$ cat src/design/qau_pkg.sv
// ----------------------------------------------------------------------------
// qau_pkg
// Opcodes, fixed-point constants and the accumulator type of the
// quaternion arithmetic unit.
// ----------------------------------------------------------------------------
package qau_pkg;

   // Operation codes
   localparam logic [2:0] OP_PRODUCT  = 3'd0;
   localparam logic [2:0] OP_ROTATE   = 3'd1;
   localparam logic [2:0] OP_COLUMN   = 3'd2;
   localparam logic [2:0] OP_ANGERR   = 3'd3;
   localparam logic [2:0] OP_VELOCITY = 3'd4;
   localparam logic [2:0] OP_COMPARE  = 3'd5;

   localparam int CSR_BITS   = 17;
   localparam logic [CSR_BITS-1:0] CSR_RESET = 17'd65535;

   // Accumulators are 64-bit sums
   localparam int ACC_BITS = 64;

   typedef logic [ACC_BITS-1:0] acc_type;

   // Rounding shift select per operation
   localparam logic [1:0] SH_F   = 2'd0;   // scale 1
   localparam logic [1:0] SH_FM1 = 2'd1;   // scale 2
   localparam logic [1:0] SH_FP1 = 2'd2;   // scale 1/2
   localparam logic [1:0] SH_2F  = 2'd3;   // rotation, second-order

endpackage

$ cat src/design/qau_sat.sv
// ----------------------------------------------------------------------------
// qau_sat
// Output stage: round half up by the operation's shift, saturate to the
// signed word range and flag overflow.
// ----------------------------------------------------------------------------
module qau_sat import qau_pkg::*; #(
   parameter int WORD_BITS = 20,
   parameter int FRAC_BITS = 16
) (
   input  acc_type                     acc,
   input  logic [1:0]                  shift_sel,
   output logic signed [WORD_BITS-1:0] res,
   output logic                        ovf
);

   localparam logic signed [ACC_BITS-1:0] LIM_HI = (ACC_BITS'(1) <<< (WORD_BITS-1)) - 1;
   localparam logic signed [ACC_BITS-1:0] LIM_LO = -(ACC_BITS'(1) <<< (WORD_BITS-1));

   logic [6:0]                  sh;
   logic signed [ACC_BITS-1:0]  rounded;

   // Select shift, add half an LSB, arithmetic shift
   always_comb begin
      case (shift_sel)
         SH_F:    sh = 7'(FRAC_BITS);
         SH_FM1:  sh = 7'(FRAC_BITS - 1);
         SH_FP1:  sh = 7'(FRAC_BITS + 1);
         SH_2F:   sh = 7'(2 * FRAC_BITS);
         default: sh = 7'(FRAC_BITS);
      endcase
      rounded = $signed(acc + (ACC_BITS'(1) << (sh - 7'd1))) >>> sh;
      ovf = 1'b0;
      if (rounded > LIM_HI) begin
         res = WORD_BITS'(LIM_HI);
         ovf = 1'b1;
      end else if (rounded < LIM_LO) begin
         res = WORD_BITS'(LIM_LO);
         ovf = 1'b1;
      end else begin
         res = WORD_BITS'(rounded);
      end
   end

endmodule

$ cat config.mk
export PLATFORM = sky130hd
export DESIGN_NAME = qau_sat
export DESIGN_NICKNAME = d
export VERILOG_FILES = /design/src/design/qau_pkg.sv /design/src/design/qau_sat.sv
export SDC_FILE = /design/constraint.sdc
export NUM_CORES = 1
export LEC_CHECK = 0
export ABC_AREA = 0
export BUFFER_PORTS_ARGS = -buffer_cell sky130_fd_sc_hd__buf_2
export CAP_MARGIN = 20
export CORE_ASPECT_RATIO = 1.5
export CORE_MARGIN = 8
export CORE_UTILIZATION = 47
export DETAILED_ROUTE_END_ITERATION = 16
export PLACE_DENSITY = 0.66
export SLEW_MARGIN = 20
export SYNTH_ARGS = -nofsm -noshare
export SYNTH_HDL_FRONTEND = slang
export SYNTH_SLANG_ARGS = --single-unit
$ cat constraint.sdc
create_clock -name vclk -period 15.6
set_input_delay 2.34 -clock vclk [all_inputs]
set_output_delay 2.34 -clock vclk [all_outputs]
set_load 0.03 [all_outputs]
**Yosys cells after proc, flatten, opt, wreduce, memory -nomap -nowiden**

Cells that the tools add are included.

- Shift-type cells: 2
- $lt $le $gt $ge: 2
- Reduce and logical (&&, ||, !) cells: 1
- Equality and inequality tests: 3
- Add/sub/neg operators: 2
- Multiplexer cells: 5

Operators by type and width:

| cell | count |
|---|---|
| $add 64x64->64 | 1 |
| $gt 64x20->1 const B | 1 |
| $lt 64x20->1 const B | 1 |
| $shl 1x7->64 const A | 1 |
| $sshr 64x7->64 | 1 |
| $mux 20 | 2 |
| $pmux 7 s4 | 1 |
| $sub 7x1->7 const B | 1 |
| $eq 2x2->1 const B | 2 |
| $eq 2x1->1 const B | 1 |
| $logic_not 2->1 | 1 |
| $mux 1 | 2 |

- Logic and storage cells: 15
- Output and inout port bits: 21
- Register bits after elaboration: 0
- Bits of input ports: 66

**Depth between registers and ports, before layout**

Gate-level depths: netlist of run 1.

- Depth in word-level cells: 9
- Depth in mapped cells: 28
- Depth with buffers taken out: 22

**Least setup slack after synthesis of run 1**

OpenSTA, ideal clock, no wires.

- Path kind: input to output
- Start: input port shift_sel[0]
- End: output port res[10]
- Required time: 13.260 ns
- Setup slack: 4.473 ns
- Path buffers: 8
- Data arrival time: 8.787 ns
- Stages: 28
- Cell sequence: inv_1 -> ha_1 -> clkbuf_1 -> buf_1 -> clkbuf_1 -> buf_1 -> clkbuf_1 -> clkbuf_1 -> a211oi_1 -> nor2b_1 -> ha_1 -> a21oi_1 -> o21ai_0 -> o211ai_1 -> a21oi_2 -> o311ai_1 -> a21oi_2 -> or2_1 -> buf_2 -> inv_2 -> o221ai_1 -> a2111oi_0 -> o2111ai_1 -> nor4_1 -> a2bb2o_1 -> a21oi_2 -> buf_2 -> o21bai_1

- Cells in the longest elaborated chain, start to end: 9
- Elaborated cells between the ends (all ways): 13
- Those cells by class: add/sub: 2; order compare: 2; eq/ne: 3; shift: 2; mux: 3; reduce/logical: 1

Ends and longest elaborated chain:

| element | line | text |
|---|---|---|
| from (decl) | qau_sat.sv:11 | `input logic [1:0] shift_sel,` |
| $eq 2x2->1 (tied with other cells) | qau_sat.sv:24 | `case (shift_sel)` |
| $pmux 7 s4 * | qau_sat.sv:24 |  |
| $sub 7x1->7 | qau_sat.sv:31 | `rounded = $signed(acc + (ACC_BITS'(1) << (sh - 7'd1))) >>> sh;` |
| $shl 1x7->64 | qau_sat.sv:31 |  |
| $add 64x64->64 | qau_sat.sv:31 |  |
| $sshr 64x7->64 * | qau_sat.sv:31 |  |
| $lt 64x20->1 | qau_sat.sv:36 | `end else if (rounded < LIM_LO) begin` |
| $mux 20 | qau_sat.sv:36 |  |
| $mux 20 * | qau_sat.sv:33 | `if (rounded > LIM_HI) begin` |
| to (decl) | qau_sat.sv:12 | `output logic signed [WORD_BITS-1:0] res,` |

Every way passes the cells marked *; elsewhere a longest branch is shown, timed or not. The select of a mux whose other input is x is not followed.

**Worst setup path in the final report of run 1**

- Start: input port shift_sel[0]
- End: output port res[7]

Same word-level chain as after synthesis.

==> impl_metrics.py, run 1 <==
metrics = {
    "power_and_ir_drop": {
        "ir_drop_v": 0.0000338,
        "sequentialPowerShare_pct": 0,
        "internal-power_mw": 0.163,
        "comb_power_share_pct": 100.0,
        "p_sw_mw": 0.340,
        "cellPowerDensity_nw_per_um2": 53.0,
        "p_clk_share_pct": 0,
        "p_sw_share_pct": 67.6,
        "leakagePower_nw": 3.79,
    },
    "finish": {
        "antenna_cells": 0,
        "register_area_um2": 0,
        "nets": 1585,
        "final_cell_count_no_fill": 1699,
        "fill_cells": 2090,
        "nClkBuffers": 0,
        "drive_gt1_share_pct": 10.8,
        "area.growth.synth_to_final_pct": 8.59,
        "seq_cells": 0,
    },
    "sta": {
        "finalCriticalPeriod_ns": 11.66,
        "grt_setup_unrepaired": "no",
        "worst_pin_slew_ns": 1.13,
        "final_max_slew_viol_count": 0,
        "setup_tns_ns": 0,
        "period_share_pct": 74.8,
        "final-hold-violation-count": 0,
        "setup_viol": 0,
        "fmax_mhz": 85.7,
        "setup_ws_ns": 3.94,
        "relSlewSlack_pct": 23.9,
    },
    "setup_path": {
        "cp_data_required_time_ns": 13.26,
        "cp_top_family": "simple AND/OR/NAND/NOR gates",
        "critPathCaptureType": "output pin",
        "cp.arrival_ns": 9.32,
        "critPathKind": "in -> out",
        "critPathBufInv": 7,
        "worstPathMaxFanout": 58,
        "cpMaxStageDelayCell": "or4_4",
        "start_kind": "input pin",
        "critical-path-max-stage-delay_ns": 0.57,
    },
    "global_route": {
        "grt_overflow_total": 0,
        "grt_antenna_before_repair": 0,
        "grt_pass1_vias": 11700,
        "grt_pass1_wl_um": 68500,
        "grt_max_degree": 86,
        "grt_usage_pct": 37.8,
    },
    "drt": {
        "drcViolationCount": 0,
        "totalWireLength_um": 45400,
        "dr.pass1.iters": 6,
        "viasPerCell": 7.05,
        "wl_per_cell_um": 26.7,
        "vias": 12000,
        "first_iter_violations": 1440,
        "ant_nets": 0,
    },
    "synth": {
        "synthTopCellsByArea": "ha_1 (9.9%), a21oi_1 (8.8%), nand2_1 (7.6%), nor2_1 (6.0%), o21ai_0 (5.7%)",
        "synth_cells": 1369,
        "synth_area_um2": 8740,
        "yosysMostFrequentCell": "nand2_1",
        "yosysTopAreaCellShare_pct": 9.88,
        "ys_warn_count": 0,
        "synthTopCellsByCount": "nand2_1 (176), a21oi_1 (153), nor2_1 (139)",
        "synth.distinct_cells": 91,
        "avgSynthCellArea_um2": 6.38,
        "yosysTopAreaCell": "ha_1",
        "ys_seq_area_share_pct": 0,
    },
    "placement": {
        "io_buffers": 87,
        "globalplace.congestion": 1.06,
        "dp.cells": 1699,
        "dp_hpwl_um": 37500,
        "place_ws_ns": 4.16,
    },
    "floorplanning": {
        "io-pin-count": 87,
        "initial_core_util_pct": 47.5,
        "die-area_um2": 23300,
        "fp-row-count": 61,
        "core_area_um2": 18400,
        "fp.dieH_um": 183,
        "die_w_um": 127,
    },
    "cts": {
        "holdBufCountCts": 0,
        "cts_resized": 0,
        "post-cts-setup-buffer-count": 0,
    },
    "worst_hold_path": {
        "hp-class": "in -> out",
        "min_path_cells": 6,
        "hold_start": "shift_sel[1]",
        "whs_endpoint": "res[11]",
    },
    "outcome": {
        "outcome": "finished, final reports clean",
    },
    "job": {
        "maxCapViolCount": 0,
    },
}
[per-stage QoR]
step / hold slack, ns / cell area (um^2) / total power [mW] / utilization [%]
6_report: 5.71 / 9490 / 0.503 / 51.6
5_1_grt: 5.76 / 9490 / 0.531 / 51.6
4_1_cts: 5.69 / 9490 / 0.472 / 51.6
3_5_place_dp: 5.69 / 9490 / 0.470 / 51.6
3_3_place_gp: 5.70 / 9490 / 0.472 / 51.6
2_1_floorplan: 5.28 / 8870 / 0.321 / -
[cell usage in the layout, fill, tap and decap left out, types with 12 or more instances in the layout]
cell type	netlist	routed
nand2_1	176	176
a21oi_1	153	153
nor2_1	139	138
o21ai_0	100	100
buf_2	4	87
ha_1	69	67
nand4_1	55	55
nor3_1	46	46
mux2i_1	37	37
conb_1	1	37
o211ai_1	32	32
nand3_1	31	31
inv_1	30	30
xnor2_1	30	30
o21bai_1	28	28
xor2_1	24	24
a211oi_1	20	20
o21a_1	19	19
a21o_1	14	14
o21ai_1	13	13
a211o_1	13	13
o2111ai_1	13	13
a31oi_1	13	13
a22oi_1	12	12
[worst max-delay path by stage]
stage                       startpoint       to  slack (ns)  depth (start not counted)
after floorplan           shift_sel[0]  res[10]        4.47                         28
after global placement    shift_sel[0]  res[11]        4.09                         25
after detailed placement  shift_sel[0]   res[5]        4.16                         25
after CTS                 shift_sel[0]  res[18]        4.13                         25
after global routing      shift_sel[0]  res[14]        3.57                         25
final                     shift_sel[0]   res[7]        3.94                         25
[cell type report]
| type | instances | area, um^2 | area share [%] |
|---|---|---|---|
| inverter | 35 | 131 | 1.38 |
| multi-input combinational | 1316 | 8540 | 90.0 |
| timing repair buffer | 96 | 503 | 5.30 |
| tap | 252 | 315 | 3.32 |
[layer usage]
metal | part of all wire, % | vias to the layer above | global-route usage, %
met3 | 7.3 | 215 | 3.92
met2 | 48 | 725 | 66.6
met4 | 9.4 | 0 | 31.1
met5 | 0 | - | 0
met1 | 35 | 5561 | 40.1
li1 | - | 5471 | -
[power by group through the flow]
stage               logic (mW)  clock network (mW)  registers, mW
floorplan                0.321                   0              0
global placement         0.472                   0              0
detailed placement       0.470                   0              0
CTS                      0.472                   0              0
global route             0.531                   0              0
finish                   0.503                   0              0
[cells by family after synthesis]
| family | after synthesis | synth area share [%] |
|---|---|---|
| AOI/OAI and AO/OA | 556 | 42.5 |
| and+or+nand+nor | 541 | 29.6 |
| buffers and inverters | 89 | 3.97 |
| adders and majority gates | 70 | 10.1 |
| muxes | 58 | 8.32 |
| xor gates and xnor gates | 54 | 5.41 |
| other | 1 | 0.0429 |
(Power assumes the default switching activity.)
==> run 2: changes to the inputs <==
--- a/config.mk
+++ b/config.mk
@@ -5,14 +5,14 @@
 export SDC_FILE = /design/constraint.sdc
 export NUM_CORES = 1
 export LEC_CHECK = 0
-export ABC_AREA = 0
+export ABC_AREA = 1
 export BUFFER_PORTS_ARGS = -buffer_cell sky130_fd_sc_hd__buf_2
 export CAP_MARGIN = 20
 export CORE_ASPECT_RATIO = 1.5
 export CORE_MARGIN = 8
 export CORE_UTILIZATION = 47
 export DETAILED_ROUTE_END_ITERATION = 16
-export PLACE_DENSITY = 0.66
+export PLACE_DENSITY = 0.65
 export SLEW_MARGIN = 20
 export SYNTH_ARGS = -nofsm -noshare
 export SYNTH_HDL_FRONTEND = slang
==> constraint.sdc (replaced) <==
create_clock -name vclk -period 10.9
set_input_delay 1.635 -clock vclk [all_inputs]
set_output_delay 1.635 -clock vclk [all_outputs]
set_load 0.03 [all_outputs]
==> run 2 against run 1 <==
Net effect: non-clock buffer count is 1 lower; worst setup slack got worse by 1.7 ns; critical path depth is 10 higher; critical endpoint unchanged.
==> impl_metrics.py, run 2 <==
metrics = {
    "finish": {
        "nClkBuffers": 0,
        "final_common_cell": "nand2_1",
        "register_area_um2": 0,
        "seq_cells": 0,
        "area.growth.synth_to_final_pct": 7.04,
        "final_util_pct": 50.9,
        "finalInstanceArea_um2": 10300,
        "fill_cells": 2467,
        "antenna_cells": 0,
        "final_cell_count_no_fill": 2421,
        "drive_gt1_share_pct": 7.19,
        "nets": 2295,
        "multi_input_area_um2": 8020,
        "mostFrequentLayoutCells": "nand2_1 (859), inv_1 (372), nand3_1 (335), nor2_1 (139), buf_2 (87)",
    },
    "placement": {
        "place_ws_ns": 2.32,
        "dp_hpwl_um": 36200,
        "io_buffers": 87,
        "dp.cells": 2421,
        "placed_cell_area_um2": 10300,
        "globalplace.congestion": 1.01,
    },
    "synth": {
        "synth_area_um2": 9630,
        "synth_cells": 2088,
        "synthTopCellsByArea": "nand2_1 (33%), nand3_1 (17%), inv_1 (15%), ha_1 (9.0%), nor2_1 (5.5%)",
        "yosysTopAreaCellShare_pct": 33.5,
        "synthTopCellsByCount": "nand2_1 (859), inv_1 (372), nand3_1 (335)",
        "yosysTopAreaCell": "nand2_1",
        "synth.distinct_cells": 47,
        "ys_seq_area_share_pct": 0,
        "yosysMostFrequentCell": "nand2_1",
        "avgSynthCellArea_um2": 4.61,
        "ys_warn_count": 0,
    },
    "setup_path": {
        "cpMaxStageDelayCell": "buf_4",
        "cp_top_family": "simple AND/OR/NAND/NOR gates",
        "critical-path-max-stage-delay_ns": 0.61,
        "cp_data_required_time_ns": 9.27,
        "critPathKind": "in -> out",
        "cp.arrival_ns": 7.07,
        "critPathCaptureType": "output pin",
        "worstPathMaxFanout": 67,
        "path_common_cell": "nand2_1",
        "start_kind": "input pin",
        "critPathBufInv": 8,
    },
    "sta": {
        "relSlewSlack_pct": 48.2,
        "fmax_mhz": 115,
        "setup_viol": 0,
        "worst_pin_slew_ns": 0.777,
        "finalCriticalPeriod_ns": 8.70,
        "grt_setup_unrepaired": "no",
        "setup_ws_ns": 2.20,
        "setup_tns_ns": 0,
        "period_share_pct": 79.8,
        "final_max_slew_viol_count": 0,
        "whs_ns": 3.82,
        "final-hold-violation-count": 0,
    },
    "cts": {
        "holdBufCountCts": 0,
        "cts_resized": 0,
        "post-cts-setup-buffer-count": 0,
    },
    "power_and_ir_drop": {
        "leakagePower_nw": 6.56,
        "finalPower_mw": 0.646,
        "cellPowerDensity_nw_per_um2": 62.7,
        "ir_drop_v": 0.0000225,
    },
    "floorplanning": {
        "fp.dieH_um": 191,
        "die-area_um2": 25400,
        "initial_core_util_pct": 47.5,
        "core_area_um2": 20300,
        "fp-row-count": 64,
        "die_w_um": 133,
        "io-pin-count": 87,
    },
    "drt": {
        "viasPerCell": 5.36,
        "totalWireLength_um": 41800,
        "drcViolationCount": 0,
        "ant_nets": 0,
        "vias": 13000,
        "wl_per_cell_um": 17.3,
        "dr.pass1.iters": 7,
        "top_layer_used": "met4",
        "met1Wirelength_um": 16600,
        "first_iter_violations": 1225,
        "met3_length_um": 2320,
        "routed-wl-met2_um": 20100,
    },
    "global_route": {
        "grt_antenna_before_repair": 0,
        "grt_pass1_vias": 12400,
        "grt_usage_pct": 32.1,
        "grt_overflow_total": 0,
        "grt_max_degree": 80,
        "grt_pass1_wl_um": 65500,
    },
    "job": {
        "maxCapViolCount": 0,
    },
    "worst_hold_path": {
        "hold_start": "acc[63]",
        "whs_endpoint": "res[19]",
        "min_path_cells": 5,
        "hp-class": "in -> out",
    },
    "outcome": {
        "outcome": "finished, final reports clean",
    },
}
==> run 2: changes by cell type after synthesis, sizes merged, moves of 18 or more <==
cell / change
a211oi: -18
a21oi: -99
nor3: -32
o21ai: -74
nand3: +316
nand2: +703
o211ai: -25
inv: +351
o21bai: -27
o21a: -19
nand4: -45
mux2i: -37
==> run 2: worst max path at each step <==
stage,from,to,slack [ns],cells past startpoint
2_1_floorplan,shift_sel[0],res[12],3.33,39
3_3_place_gp,shift_sel[0],res[3],2.33,35
3_5_place_dp,shift_sel[0],res[7],2.32,35
4_1_cts,shift_sel[0],res[7],2.31,35
5_1_grt,shift_sel[0],res[0],1.75,35
6_report,shift_sel[0],res[7],2.20,35
==> run 2: layout make-up <==
cell class	instances	share of cell area [%]
well taps	264	3.21
multi-input cells	1676	77.9
repair buffers	95	4.81
inverters	386	14.1
==> run 2: logic make-up after synthesis <==
family / count (synthesis) / synth area share (%)
XOR/XNOR: 29 / 2.64
adder cells (fa/ha/maj): 70 / 9.18
buffers and inverters: 448 / 18.2
AND/OR/NAND/NOR: 1413 / 62.5
other: 1 / 0.0390
AO/OA/AOI/OAI: 127 / 7.43
==> run 2: metal layers <==
layer | track usage (%) | up-vias
met5 | 0 | -
met4 | 18.9 | 0
met3 | 2.92 | 133
met2 | 56.7 | 525
met1 | 36.9 | 5741
li1 | - | 6566
==> run 2: where the power goes <==
group / internal, mW / total, mW / switching, mW
combinational: 0.193 / 0.646 / 0.454
clock: 0 / 0 / 0
sequential: 0 / 0 / 0
total: 0.193 / 0.646 / 0.454
==> run 3: changes to the inputs <==
--- a/config.mk
+++ b/config.mk
@@ -12,7 +12,7 @@
 export CORE_MARGIN = 8
 export CORE_UTILIZATION = 47
 export DETAILED_ROUTE_END_ITERATION = 16
-export PLACE_DENSITY = 0.65
+export PLACE_DENSITY = 0.68
 export SLEW_MARGIN = 20
 export SYNTH_ARGS = -nofsm -noshare
 export SYNTH_HDL_FRONTEND = slang
==> constraint.sdc (replaced) <==
create_clock -name vclk -period 7.7
set_input_delay 1.155 -clock vclk [all_inputs]
set_output_delay 1.155 -clock vclk [all_outputs]
set_load 0.03 [all_outputs]
==> run 3 against run 2 <==
Net effect: global-route usage down 0.23 points; via count fell by 0.43%; worst setup slack got worse by 1.7 ns; power increased by 41%; largest cell class unchanged.
==> impl_metrics.py, run 3 (synthesis gave the netlist of run 2 again) <==
metrics = {
    "outcome": {
        "outcome": "finished, final reports clean",
    },
    "setup_path": {
        "critPathCaptureType": "output pin",
        "cp_top_family": "simple AND/OR/NAND/NOR gates",
        "critical-path-max-stage-delay_ns": 0.44,
        "cpMaxStageDelayCell": "fa_1",
        "cp_data_required_time_ns": 6.55,
        "start_kind": "input pin",
        "worstPathMaxFanout": 20,
        "cp.arrival_ns": 6.04,
        "critPathBufInv": 6,
        "cp.depth": 32,
        "path_common_cell": "nand2_1",
        "critPathKind": "in -> out",
    },
    "power_and_ir_drop": {
        "finalPower_mw": 0.914,
        "ir_drop_v": 0.0000281,
        "leakagePower_nw": 6.56,
        "cellPowerDensity_nw_per_um2": 88.6,
    },
    "finish": {
        "seq_cells": 0,
        "area.growth.synth_to_final_pct": 7.12,
        "mostFrequentLayoutCells": "nand2_1 (859), inv_1 (372), nand3_1 (335), nor2_1 (139), buf_2 (87)",
        "nClkBuffers": 0,
        "nets": 2296,
        "drive_gt1_share_pct": 7.23,
        "finalInstanceArea_um2": 10300,
        "antenna_cells": 0,
        "final_common_cell": "nand2_1",
        "register_area_um2": 0,
    },
    "worst_hold_path": {
        "hp-class": "in -> out",
        "whs_endpoint": "res[19]",
        "hold_start": "acc[63]",
        "min_path_cells": 5,
    },
    "drt": {
        "first_iter_violations": 1150,
        "viasPerCell": 5.33,
        "drcViolationCount": 0,
        "totalWireLength_um": 41400,
        "ant_nets": 0,
        "vias": 12900,
        "dr.pass1.iters": 5,
        "wl_per_cell_um": 17.1,
    },
    "placement": {
        "globalplace.congestion": 0.988,
        "io_buffers": 87,
        "dp_hpwl_um": 36100,
        "placed_cell_area_um2": 10300,
    },
    "global_route": {
        "grt_max_degree": 77,
        "grt_overflow_total": 0,
        "grt_usage_pct": 31.9,
        "grt_pass1_wl_um": 64500,
        "grt_pass1_vias": 12400,
        "grt_antenna_before_repair": 0,
    },
    "sta": {
        "final_max_slew_viol_count": 0,
        "period_share_pct": 93.4,
        "fmax_mhz": 139,
        "final-hold-violation-count": 0,
        "relSlewSlack_pct": 50.6,
        "setup_tns_ns": 0,
        "worst_pin_slew_ns": 0.742,
        "grt_setup_unrepaired": "no",
        "setup_viol": 0,
        "finalCriticalPeriod_ns": 7.19,
    },
    "job": {
        "maxCapViolCount": 0,
    },
    "floorplanning": {
        "die-area_um2": 25400,
        "core_area_um2": 20300,
        "io-pin-count": 87,
        "die_w_um": 133,
        "initial_core_util_pct": 47.5,
        "fp-row-count": 64,
        "fp.dieH_um": 191,
    },
    "cts": {
        "post-cts-setup-buffer-count": 0,
        "holdBufCountCts": 0,
        "cts_resized": 0,
    },
}
run 3: changes by cell type in the layout (fill, tap and decap cells not counted), sizes merged:
cell  before  now
buf       95   96
run 3: metrics by stage:
step	cells	setup WS [ns]	hold slack [ns]	util [%]
finish	2422	0.506	2.86	50.9
global route	2422	0.104	2.88	50.9
CTS	2422	0.579	2.86	50.9
detailed placement	2422	0.591	2.86	50.9
global placement	2422	0.651	2.86	50.9
floorplan	2124	1.09	2.50	-
run 3: routing by layer:
layer	global-route usage (%)	part of all wire [%]	vias up
li1	-	-	6582
met1	36.4	40	5772
met2	57.9	49	442
met3	2.29	4.9	113
met4	17.3	6.2	0
met5	0	0	-
run 3: area by class of cell:
class                      count  area (um^2)
inverter                     386         1460
tap                          264          330
multi-input combinational   1676         8020
timing repair buffer          96          503
fill                        2429         9950
run 3: how the worst max path moves through the flow:
stage / start / endpoint / slack [ns]
2_1_floorplan: shift_sel[0] / res[12] / 1.09
3_3_place_gp: shift_sel[1] / res[2] / 0.65
3_5_place_dp: shift_sel[0] / res[2] / 0.59
4_1_cts: shift_sel[0] / res[2] / 0.58
5_1_grt: shift_sel[0] / res[10] / 0.10
6_report: shift_sel[0] / res[13] / 0.51
run 3: report_power, final:
group	leakage, nW	switching [mW]	internal [mW]
registers	0	0	0
clock network	0	0	0
logic	6.56	0.641	0.273
